$ cat src/rtl/btmx_pkg.sv
// Shared types and constants for the binary trie max-XOR block.
package btmx_pkg;

  localparam int unsigned KEY_W    = 31;
  localparam int unsigned STATUS_W = 2;

  localparam logic REQ_INSERT = 1'b0;
  localparam logic REQ_QUERY  = 1'b1;

  typedef enum logic [STATUS_W-1:0] {
    ST_INS_DONE = 2'd0,
    ST_QUERY_OK = 2'd1,
    ST_EMPTY    = 2'd2,
    ST_FULL     = 2'd3
  } status_e;

endpackage

$ cat src/rtl/btmx_walk.sv
// Trie walk sequencer: one level per cycle, allocation and link write-back.
module btmx_walk #(
  parameter int unsigned NODE_CAPACITY = 4096,
  parameter int unsigned KEY_BITS      = 31,
  parameter int unsigned NB            = 12
) (
  input  logic                    clk_i,
  input  logic                    rst_ni,
  input  logic                    start_i,
  input  logic                    start_type_i,
  input  logic [KEY_BITS-1:0]     start_key_i,
  output logic                    ready_o,
  output logic                    done_o,
  input  logic                    done_ack_i,
  output logic [KEY_BITS-1:0]     res_xor_o,
  output btmx_pkg::status_e       res_status_o,
  output logic                    mem_we_o,
  output logic [NB-1:0]           mem_waddr_o,
  output logic [2*NB-1:0]         mem_wdata_o,
  output logic [NB-1:0]           mem_raddr_o,
  input  logic [2*NB-1:0]         mem_rdata_i
);

  localparam int unsigned NFW = NB + 1;
  localparam int unsigned SW  = NB + 2;
  localparam int unsigned LW  = $clog2(KEY_BITS + 1);

  typedef enum logic [1:0] {S_IDLE, S_WALK, S_ALLOC, S_FIN} state_e;

  state_e            state_q, state_d;
  logic [NB-1:0]     node_q, node_d;
  logic              at_root_q, at_root_d;
  logic [LW-1:0]     rem_q, rem_d;
  logic [KEY_BITS-1:0] ksh_q, ksh_d;
  logic [KEY_BITS-1:0] res_q, res_d;
  logic [NFW-1:0]    nf_q, nf_d;
  logic              any_q, any_d;
  logic              typ_q, typ_d;
  logic [NB-1:0]     root0_q, root0_d, root1_q, root1_d;
  btmx_pkg::status_e status_q, status_d;

  logic [2*NB-1:0]   links;
  logic [NB-1:0]     l0, l1, child_same, child_opp, nf_node;
  logic              kb;
  logic [SW-1:0]     need_end;

  always_comb begin
    links      = at_root_q ? {root1_q, root0_q} : mem_rdata_i;
    l0         = links[NB-1:0];
    l1         = links[2*NB-1:NB];
    kb         = ksh_q[KEY_BITS-1];
    child_same = kb ? l1 : l0;
    child_opp  = kb ? l0 : l1;
    nf_node    = nf_q[NB-1:0];
    need_end   = SW'(nf_q) + SW'(rem_q);

    state_d   = state_q;
    node_d    = node_q;
    at_root_d = at_root_q;
    rem_d     = rem_q;
    ksh_d     = ksh_q;
    res_d     = res_q;
    nf_d      = nf_q;
    any_d     = any_q;
    typ_d     = typ_q;
    root0_d   = root0_q;
    root1_d   = root1_q;
    status_d  = status_q;

    mem_we_o    = 1'b0;
    mem_waddr_o = node_q;
    mem_wdata_o = '0;
    mem_raddr_o = node_q;

    case (state_q)
      S_IDLE: begin
        if (start_i) begin
          typ_d     = start_type_i;
          ksh_d     = start_key_i;
          res_d     = '0;
          rem_d     = LW'(KEY_BITS);
          node_d    = '0;
          at_root_d = 1'b1;
          if (start_type_i == btmx_pkg::REQ_QUERY && !any_q) begin
            status_d = btmx_pkg::ST_EMPTY;
            state_d  = S_FIN;
          end else begin
            state_d  = S_WALK;
          end
        end
      end
      S_WALK: begin
        if (rem_q == '0) begin
          status_d = (typ_q == btmx_pkg::REQ_QUERY) ? btmx_pkg::ST_QUERY_OK
                                                    : btmx_pkg::ST_INS_DONE;
          state_d  = S_FIN;
        end else if (typ_q == btmx_pkg::REQ_QUERY) begin
          rem_d = rem_q - 1'b1;
          ksh_d = ksh_q << 1;
          if (child_opp != '0) begin
            res_d       = (res_q << 1) | KEY_BITS'(1);
            node_d      = child_opp;
            at_root_d   = 1'b0;
            mem_raddr_o = child_opp;
          end else begin
            res_d = res_q << 1;
            if (child_same != '0) begin
              node_d      = child_same;
              at_root_d   = 1'b0;
              mem_raddr_o = child_same;
            end
          end
        end else if (child_same != '0) begin
          rem_d       = rem_q - 1'b1;
          ksh_d       = ksh_q << 1;
          node_d      = child_same;
          at_root_d   = 1'b0;
          mem_raddr_o = child_same;
        end else if (need_end > SW'(NODE_CAPACITY)) begin
          status_d = btmx_pkg::ST_FULL;
          state_d  = S_FIN;
        end else begin
          // hook the first new node onto the last existing one
          if (at_root_q) begin
            if (kb) root1_d = nf_node;
            else    root0_d = nf_node;
          end else begin
            mem_we_o    = 1'b1;
            mem_wdata_o = kb ? {nf_node, l0} : {l1, nf_node};
          end
          node_d    = nf_node;
          at_root_d = 1'b0;
          nf_d      = nf_q + 1'b1;
          rem_d     = rem_q - 1'b1;
          ksh_d     = ksh_q << 1;
          state_d   = S_ALLOC;
        end
      end
      S_ALLOC: begin
        mem_we_o = 1'b1;
        if (rem_q == '0) begin
          mem_wdata_o = '0;
          any_d       = 1'b1;
          status_d    = btmx_pkg::ST_INS_DONE;
          state_d     = S_FIN;
        end else begin
          mem_wdata_o = kb ? {nf_node, {NB{1'b0}}} : {{NB{1'b0}}, nf_node};
          node_d      = nf_node;
          nf_d        = nf_q + 1'b1;
          rem_d       = rem_q - 1'b1;
          ksh_d       = ksh_q << 1;
        end
      end
      S_FIN: begin
        if (done_ack_i) begin
          state_d = S_IDLE;
        end
      end
      default: begin
        state_d = S_IDLE;
      end
    endcase
  end

  always_ff @(posedge clk_i or negedge rst_ni) begin
    if (!rst_ni) begin
      state_q   <= S_IDLE;
      node_q    <= '0;
      at_root_q <= 1'b1;
      rem_q     <= '0;
      ksh_q     <= '0;
      res_q     <= '0;
      nf_q      <= NFW'(1);
      any_q     <= 1'b0;
      typ_q     <= btmx_pkg::REQ_INSERT;
      root0_q   <= '0;
      root1_q   <= '0;
      status_q  <= btmx_pkg::ST_INS_DONE;
    end else begin
      state_q   <= state_d;
      node_q    <= node_d;
      at_root_q <= at_root_d;
      rem_q     <= rem_d;
      ksh_q     <= ksh_d;
      res_q     <= res_d;
      nf_q      <= nf_d;
      any_q     <= any_d;
      typ_q     <= typ_d;
      root0_q   <= root0_d;
      root1_q   <= root1_d;
      status_q  <= status_d;
    end
  end

  assign ready_o      = (state_q == S_IDLE);
  assign done_o       = (state_q == S_FIN);
  assign res_status_o = status_q;
  assign res_xor_o    = (status_q == btmx_pkg::ST_QUERY_OK) ? res_q : '0;

endmodule

$ cat config.mk
export PLATFORM = sky130hd
export DESIGN_NAME = btmx_walk
export DESIGN_NICKNAME = d
export VERILOG_FILES = /design/src/rtl/btmx_pkg.sv /design/src/rtl/btmx_walk.sv
export SDC_FILE = /design/constraint.sdc
export NUM_CORES = 1
export LEC_CHECK = 0
export BUFFER_PORTS_ARGS = -buffer_cell sky130_fd_sc_hd__buf_2
export CORE_MARGIN = 1
export CORE_UTILIZATION = 35
export CTS_CLUSTER_SIZE = 16
export DETAILED_ROUTE_END_ITERATION = 6
export GPL_TIMING_DRIVEN = 0
export PLACE_DENSITY = 0.61
export SYNTH_ARGS = -nofsm -noshare
export SYNTH_HDL_FRONTEND = slang
export SYNTH_SLANG_ARGS = --single-unit
$ cat constraint.sdc
create_clock -name clk_i -period 4.1 [get_ports clk_i]
set_clock_uncertainty 0.2 [all_clocks]
set_input_delay 0.41 -clock clk_i [delete_from_list [all_inputs] [get_ports clk_i]]
set_output_delay 0.41 -clock clk_i [all_outputs]
set_load 0.01 [all_outputs]
==> metrics.txt, run 1 <==
status=finished with violations; violated checks=negative setup slack; drt wl/cell=around 19 um; hold crit path type=input port to flip-flop; die height=between 100 and 150 um; final WL=24200 um; Synth Flop Type=dfrtp_1; critical path launch point type=flip-flop; post-DP HPWL=16800 um; GR Overflow Total=0; Mapped Area=between 7000 and 8000 um^2; slack of the critical path=-0.201 ns; Root Driver=clkbuf_16; die outline area=between 20000 and 25000 um^2; row cnt=53; minimum clock period after layout=between 4 and 5 ns; core area=~21000 um^2; Max-slew headroom=roughly 48%; die width=149 um; vias in the first global route=about 7000; clk sinks=around 120; n_diodes=0; Max Fanout on Critical Path=6; P&R area growth vs syn=31.2%; multi-input logic area=about 4200 um^2; CTS tree=built; syn avg cell area=between 9 and 10 um^2; leakage dissipation=between 4 and 5 nW; post-synth top area cell=dfrtp_1; Syn. warnings=0; kind of critical path=flip-flop to output pin; share of layout cells above drive strength 1=31.1%; IO Port Bufs=between 100 and 150; RSZ-0062 raised after global routing=true; CP arrival=3.69 ns; Slew Limit Fails=0; Placed Area=around 8600 um^2; Synth async-reset ratio=100%; Post-DRT Antenna Nets=0; GP Congestion=around 0.90; VDD IR max=0.367 mV; fin util=between 40 and 50%; DR vias/cell=5.67; f_max=233 MHz; combined flip-flop and latch cell area=approximately 3100 um^2; Final #Nets=around 1000; actual slew at the worst max-slew pin=~0.79 ns; I/O pin count=144; design area=between 9000 and 10000 um^2; Filler cells=2003; GRT Total Usage=between 20% and 30%; Vias=between 7000 and 8000; global-route wire length before repair=approximately 38000 um; drt pass-1 iters=6; final period utilization=105%; WP data required=3.49 ns; number of synthesized flops with an enable pin=0; Final setup viols=25; H-tree lvl count=4; Residual DRC=0; clock slew at reported path FFs=around 0.060 ns; largest net degree at the start of global routing=between 80 and 90; Initial Util=35.7%; endpoints failing hold=0; initial antenna violation count=0; register area share after synthesis=about 41%; Min Hold Slack=0.0523 ns; worst skew pair latency=0.42 ns; violation count after the first detailed-route iteration=~730; PnR Total Power=about 7.4 mW; syn nets=between 800 and 900; CP Capture Type=output pin; Synth top area share=about 40%; pwr/cell area=between 700 and 800 nW/um^2; worst slack at placement=-0.688 ns; Seq cells post-synth=about 120; Synth area leaders=dfrtp_1 40%, mux4_2 7.2%, a22o_1 6.3%, a21oi_1 5.3%, mux2i_1 4.7%; CTS Buffer Depth=2; CTS buffer count=17; Yosys cell types=62; Gate Count Post-Synth=approximately 770; Max Cap Viol=0
[report_power, final]
part	switching (mW)	internal [mW]	total, mW
Clock	0.602	1.04	1.64
Sequential	0.216	1.52	1.73
Combinational	2.38	1.64	4.02
[critical path, cell delays in order (launching register included)]
cell	delay, ns
dfstp_2	0.55
ha_4	0.13
inv_2	0.04
fa_2	0.37
nand2b_4	0.17
a21oi_4	0.16
nor2_4	0.06
or3b_4	0.39
mux2i_4	0.21
o211a_1	0.25
buf_6	0.14
buf_6	0.11
a31o_4	0.24
buf_4	0.15
a22o_1	0.17
buf_2	0.14
[repair_timing]
item	4_1_cts	5_1_grt
gates resized for setup	52	21
setup endpoints to repair	115	48
pin swaps	12	12
hold buffers	1	0
setup buffers	24	9
hold endpoints to repair	35	0
gates cloned	4	0
[cells in the mapped netlist (3+ instances only)]
cell type	count
o21ai_0	26
buf_2	17
and3_1	10
a221oi_1	5
and2_1	33
nand3_1	11
nor2b_1	5
a21boi_0	6
a211o_1	4
a211oi_1	7
buf_6	3
buf_1	3
ha_1	11
a31oi_1	7
a21oi_1	80
nand2b_1	6
mux2_2	3
nor3_1	3
o21bai_1	8
nor2_1	62
xnor2_1	14
dfrtp_1	121
nor4_1	8
buf_4	4
inv_1	30
clkbuf_1	40
mux2i_1	35
a21o_1	27
a22o_1	54
o2111ai_1	5
o22ai_1	24
a221o_1	3
mux4_2	24
nand2_1	32
o211ai_1	3
[through the flow]
stage | std cells | TNS (ns)
finish | 1256 | -3.93
global route | 1256 | -6.20
CTS | 1247 | -7.17
detailed placement | 1186 | -28.45
global placement | 1185 | -29.39
floorplan | 767 | 0
[flip-flops by register name (all words and copies together), names as in the netlist]
| register | cells |
|---|---|
| root1_q | 12 |
| res_status_o | 2 |
| nf_q | 13 |
| typ_q | 1 |
| state_q | 2 |
| mem_waddr_o | 12 |
| root0_q | 12 |
| at_root_q | 1 |
| res_q | 31 |
| rem_q | 5 |
| ksh_q | 31 |
| any_q | 1 |
[kinds of logic (layout without fill, tap and decap cells)]
family                     after synthesis  count (layout)  share of synthesized area [%]
buffers and inverters                   98             312                           5.66
adders and majority gates               12              12                           2.09
xor gates and xnor gates                14              14                           1.63
and+or+nand+nor                        185             185                           12.8
muxes                                   62              62                           12.3
AOI/OAI and AO/OA                      273             273                           24.7
DFF                                    123             123                           40.9
[cell usage in the layout, fill, tap and decap left out, types with 17 or more instances in the layout]
| master | n |
|---|---|
| clkbuf_1 | 37 |
| and2_1 | 33 |
| a21oi_1 | 73 |
| nor2_1 | 60 |
| o22ai_1 | 24 |
| buf_4 | 34 |
| a21o_1 | 27 |
| mux2i_1 | 34 |
| nand2_1 | 32 |
| dfrtp_1 | 121 |
| inv_1 | 29 |
| buf_2 | 153 |
| clkbuf_16 | 17 |
| mux4_2 | 24 |
| o21ai_0 | 26 |
| a22o_1 | 54 |
[area by class of cell]
| type | count | share of cell area [%] |
|---|---|---|
| plain buffers | 67 | 4.04 |
| clock buffers | 19 | 4.48 |
| clock inverters | 13 | 1.92 |
| inverters | 31 | 1.18 |
| multi-input cells | 546 | 42.7 |
| flip-flops and latches | 123 | 31.2 |
| well taps | 275 | 3.48 |
| repair buffers | 182 | 11.1 |
[layer usage]
metal | routed length (um) | vias to the layer above | track usage, % | part of all wire [%]
met2 | 11700 | 310 | 35.4 | 48
met1 | 10000 | 3500 | 29.3 | 41
met5 | 0 | - | 0 | 0
met3 | 1740 | 59 | 4.51 | 7.2
li1 | - | 3253 | - | -
met4 | 735 | 0 | 9.64 | 3.0
[worst paths after layout]
| path | startpoint | endpoint | slack, ns | cells past startpoint |
|---|---|---|---|---|
| setup reg to reg | at_root_q | mem_waddr_o[5] | 0.15 | 20 |
| max in group asynchronous | rst_ni | nf_q[0] | 2.63 | 3 |
| hold reg to reg | any_q | any_q | 0.26 | 1 |
| hold / removal | start_type_i | typ_q | 0.05 | 2 |
| setup / recovery | nf_q[0] | mem_wdata_o[5] | -0.20 | 15 |
| min in group asynchronous | rst_ni | res_q[18] | 0.25 | 2 |
Power figures use the tool's default switching activity.
==> run 2: changes to the inputs <==
Settings changed: MAX_ROUTING_LAYER set to met4.
==> metrics.txt, run 2 (same netlist as run 1, synthesis figures left out) <==
Root Driver=clkbuf_16; share of layout cells above drive strength 1=31.1%; die outline area=approximately 22000 um^2; Initial Util=between 30% and 40%; Max Cap Viol=0; Final setup viols=25; WP data required=between 3 and 4 ns; worst slack at placement=-0.688 ns; Max Fanout on Critical Path=6; Placed Area=~8600 um^2; post-DP HPWL=16800 um; leakage dissipation=4.71 nW; drt pass-1 iters=5; critical path launch point type=flip-flop; top flop regs=ksh_q (31), res_q (31), nf_q (13); metal2 WL=between 10000 and 15000 um; global-route wire length before repair=between 30000 and 40000 um; core area=around 21000 um^2; final period utilization=105%; pwr/cell area=about 750 nW/um^2; worst skew pair latency=approximately 0.42 ns; VDD IR max=about 0.37 mV; combined flip-flop and latch cell area=3080 um^2; vias in the first global route=6926; CP Capture Type=output pin; commonest non-fill, non-tap cells in the layout=153 x buf_2, 121 x dfrtp_1, 73 x a21oi_1; endpoints failing hold=0; largest net degree at the start of global routing=89; kind of critical path=flip-flop to output pin; GRT Total Usage=22.9%; die width=between 100 and 150 um; hold crit path type=input port to flip-flop; drt wl/cell=19.3 um; top layer in use=met4; f_max=roughly 230 MHz; minimum clock period after layout=around 4.3 ns; status=finished with violations; CTS tree=built; multi-input logic area=between 4000 and 5000 um^2; clk sinks=about 120; die height=between 100 and 150 um; Max-slew headroom=between 40% and 50%; H-tree lvl count=4; P&R area growth vs syn=31.2%; slack of the critical path=-0.202 ns; GP Congestion=between 0.9 and 1; CP arrival=~3.7 ns; Filler cells=about 2000; fin util=a little under half; IO Port Bufs=143; n_diodes=0; met3 routed WL=approximately 1700 um; row cnt=between 50 and 60; CTS buffer count=17; DR vias/cell=approximately 5.7; commonest non-fill, non-tap cell in the layout=buf_2; Final #Nets=around 1000; design area=roughly 9900 um^2; CTS Buffer Depth=2; clock slew at reported path FFs=~0.060 ns; GR Overflow Total=0; Post-DRT Antenna Nets=0; violation count after the first detailed-route iteration=between 700 and 800; actual slew at the worst max-slew pin=0.805 ns; Slew Limit Fails=0; Met1 Routed Length=around 10000 um; Vias=around 7000; Residual DRC=0; initial antenna violation count=0; RSZ-0062 raised after global routing=true; final WL=between 20000 and 25000 um; I/O pin count=roughly 140; violated checks=negative setup slack
run 2: critical path, stage by stage, from the launching register on:
cell	delay, ns
dfstp_2	0.55
ha_4	0.13
inv_2	0.04
fa_2	0.37
nand2b_4	0.17
a21oi_4	0.17
nor2_4	0.06
or3b_4	0.39
mux2i_4	0.21
o211a_1	0.25
buf_6	0.14
buf_6	0.11
a31o_4	0.24
buf_4	0.16
a22o_1	0.17
buf_2	0.14
run 2: path summary, 6_finish.rpt:
path	start	end	slack, ns	depth (start not counted)
setup / recovery	nf_q[0]	mem_wdata_o[5]	-0.20	15
hold / removal	start_type_i	typ_q	0.05	2
setup reg to reg	at_root_q	mem_waddr_o[5]	0.16	20
hold reg to reg	any_q	any_q	0.26	1
max in group asynchronous	rst_ni	nf_q[0]	2.64	3
min in group asynchronous	rst_ni	res_q[18]	0.26	2
run 2: area by class of cell:
class,count,area share [%]
buffer,67,4.04
clock buffer,19,4.48
clock inverter,13,1.92
inverter,31,1.18
multi-input combinational,546,42.7
sequential,123,31.2
tap,275,3.48
timing repair buffer,182,11.1
run 2: routing by layer:
layer / up-vias / track usage (%)
li1: 3249 / -
met1: 3550 / 29.3
met2: 317 / 35.5
met3: 64 / 4.33
met4: 0 / 9.64
met5: - / -
run 2: per-stage QoR:
step | instances | setup TNS, ns | power (mW) | hold WS (ns)
after global placement | 1185 | -29.39 | 5.23 | 0.244
after detailed placement | 1186 | -28.45 | 5.27 | 0.140
after global routing | 1256 | -6.20 | 7.85 | 0.0514
final | 1256 | -3.89 | 7.39 | 0.0529
after floorplan | 767 | 0 | 4.20 | -0.0856
after CTS | 1247 | -7.17 | 7.19 | 0.0428
run 2: timing repair:
action / in CTS / in global routing
gates resized for setup: 52 / 21
hold endpoints to repair: 35 / 0
setup buffers: 24 / 9
setup endpoints to repair: 115 / 48
hold buffers: 1 / 0
pin swaps: 12 / 12
cloned: 4 / 0
run 2: power by group:
group	switching, mW	internal, mW	total, mW
logic	2.37	1.64	4.01
registers	0.217	1.52	1.73
clock network	0.602	1.04	1.64
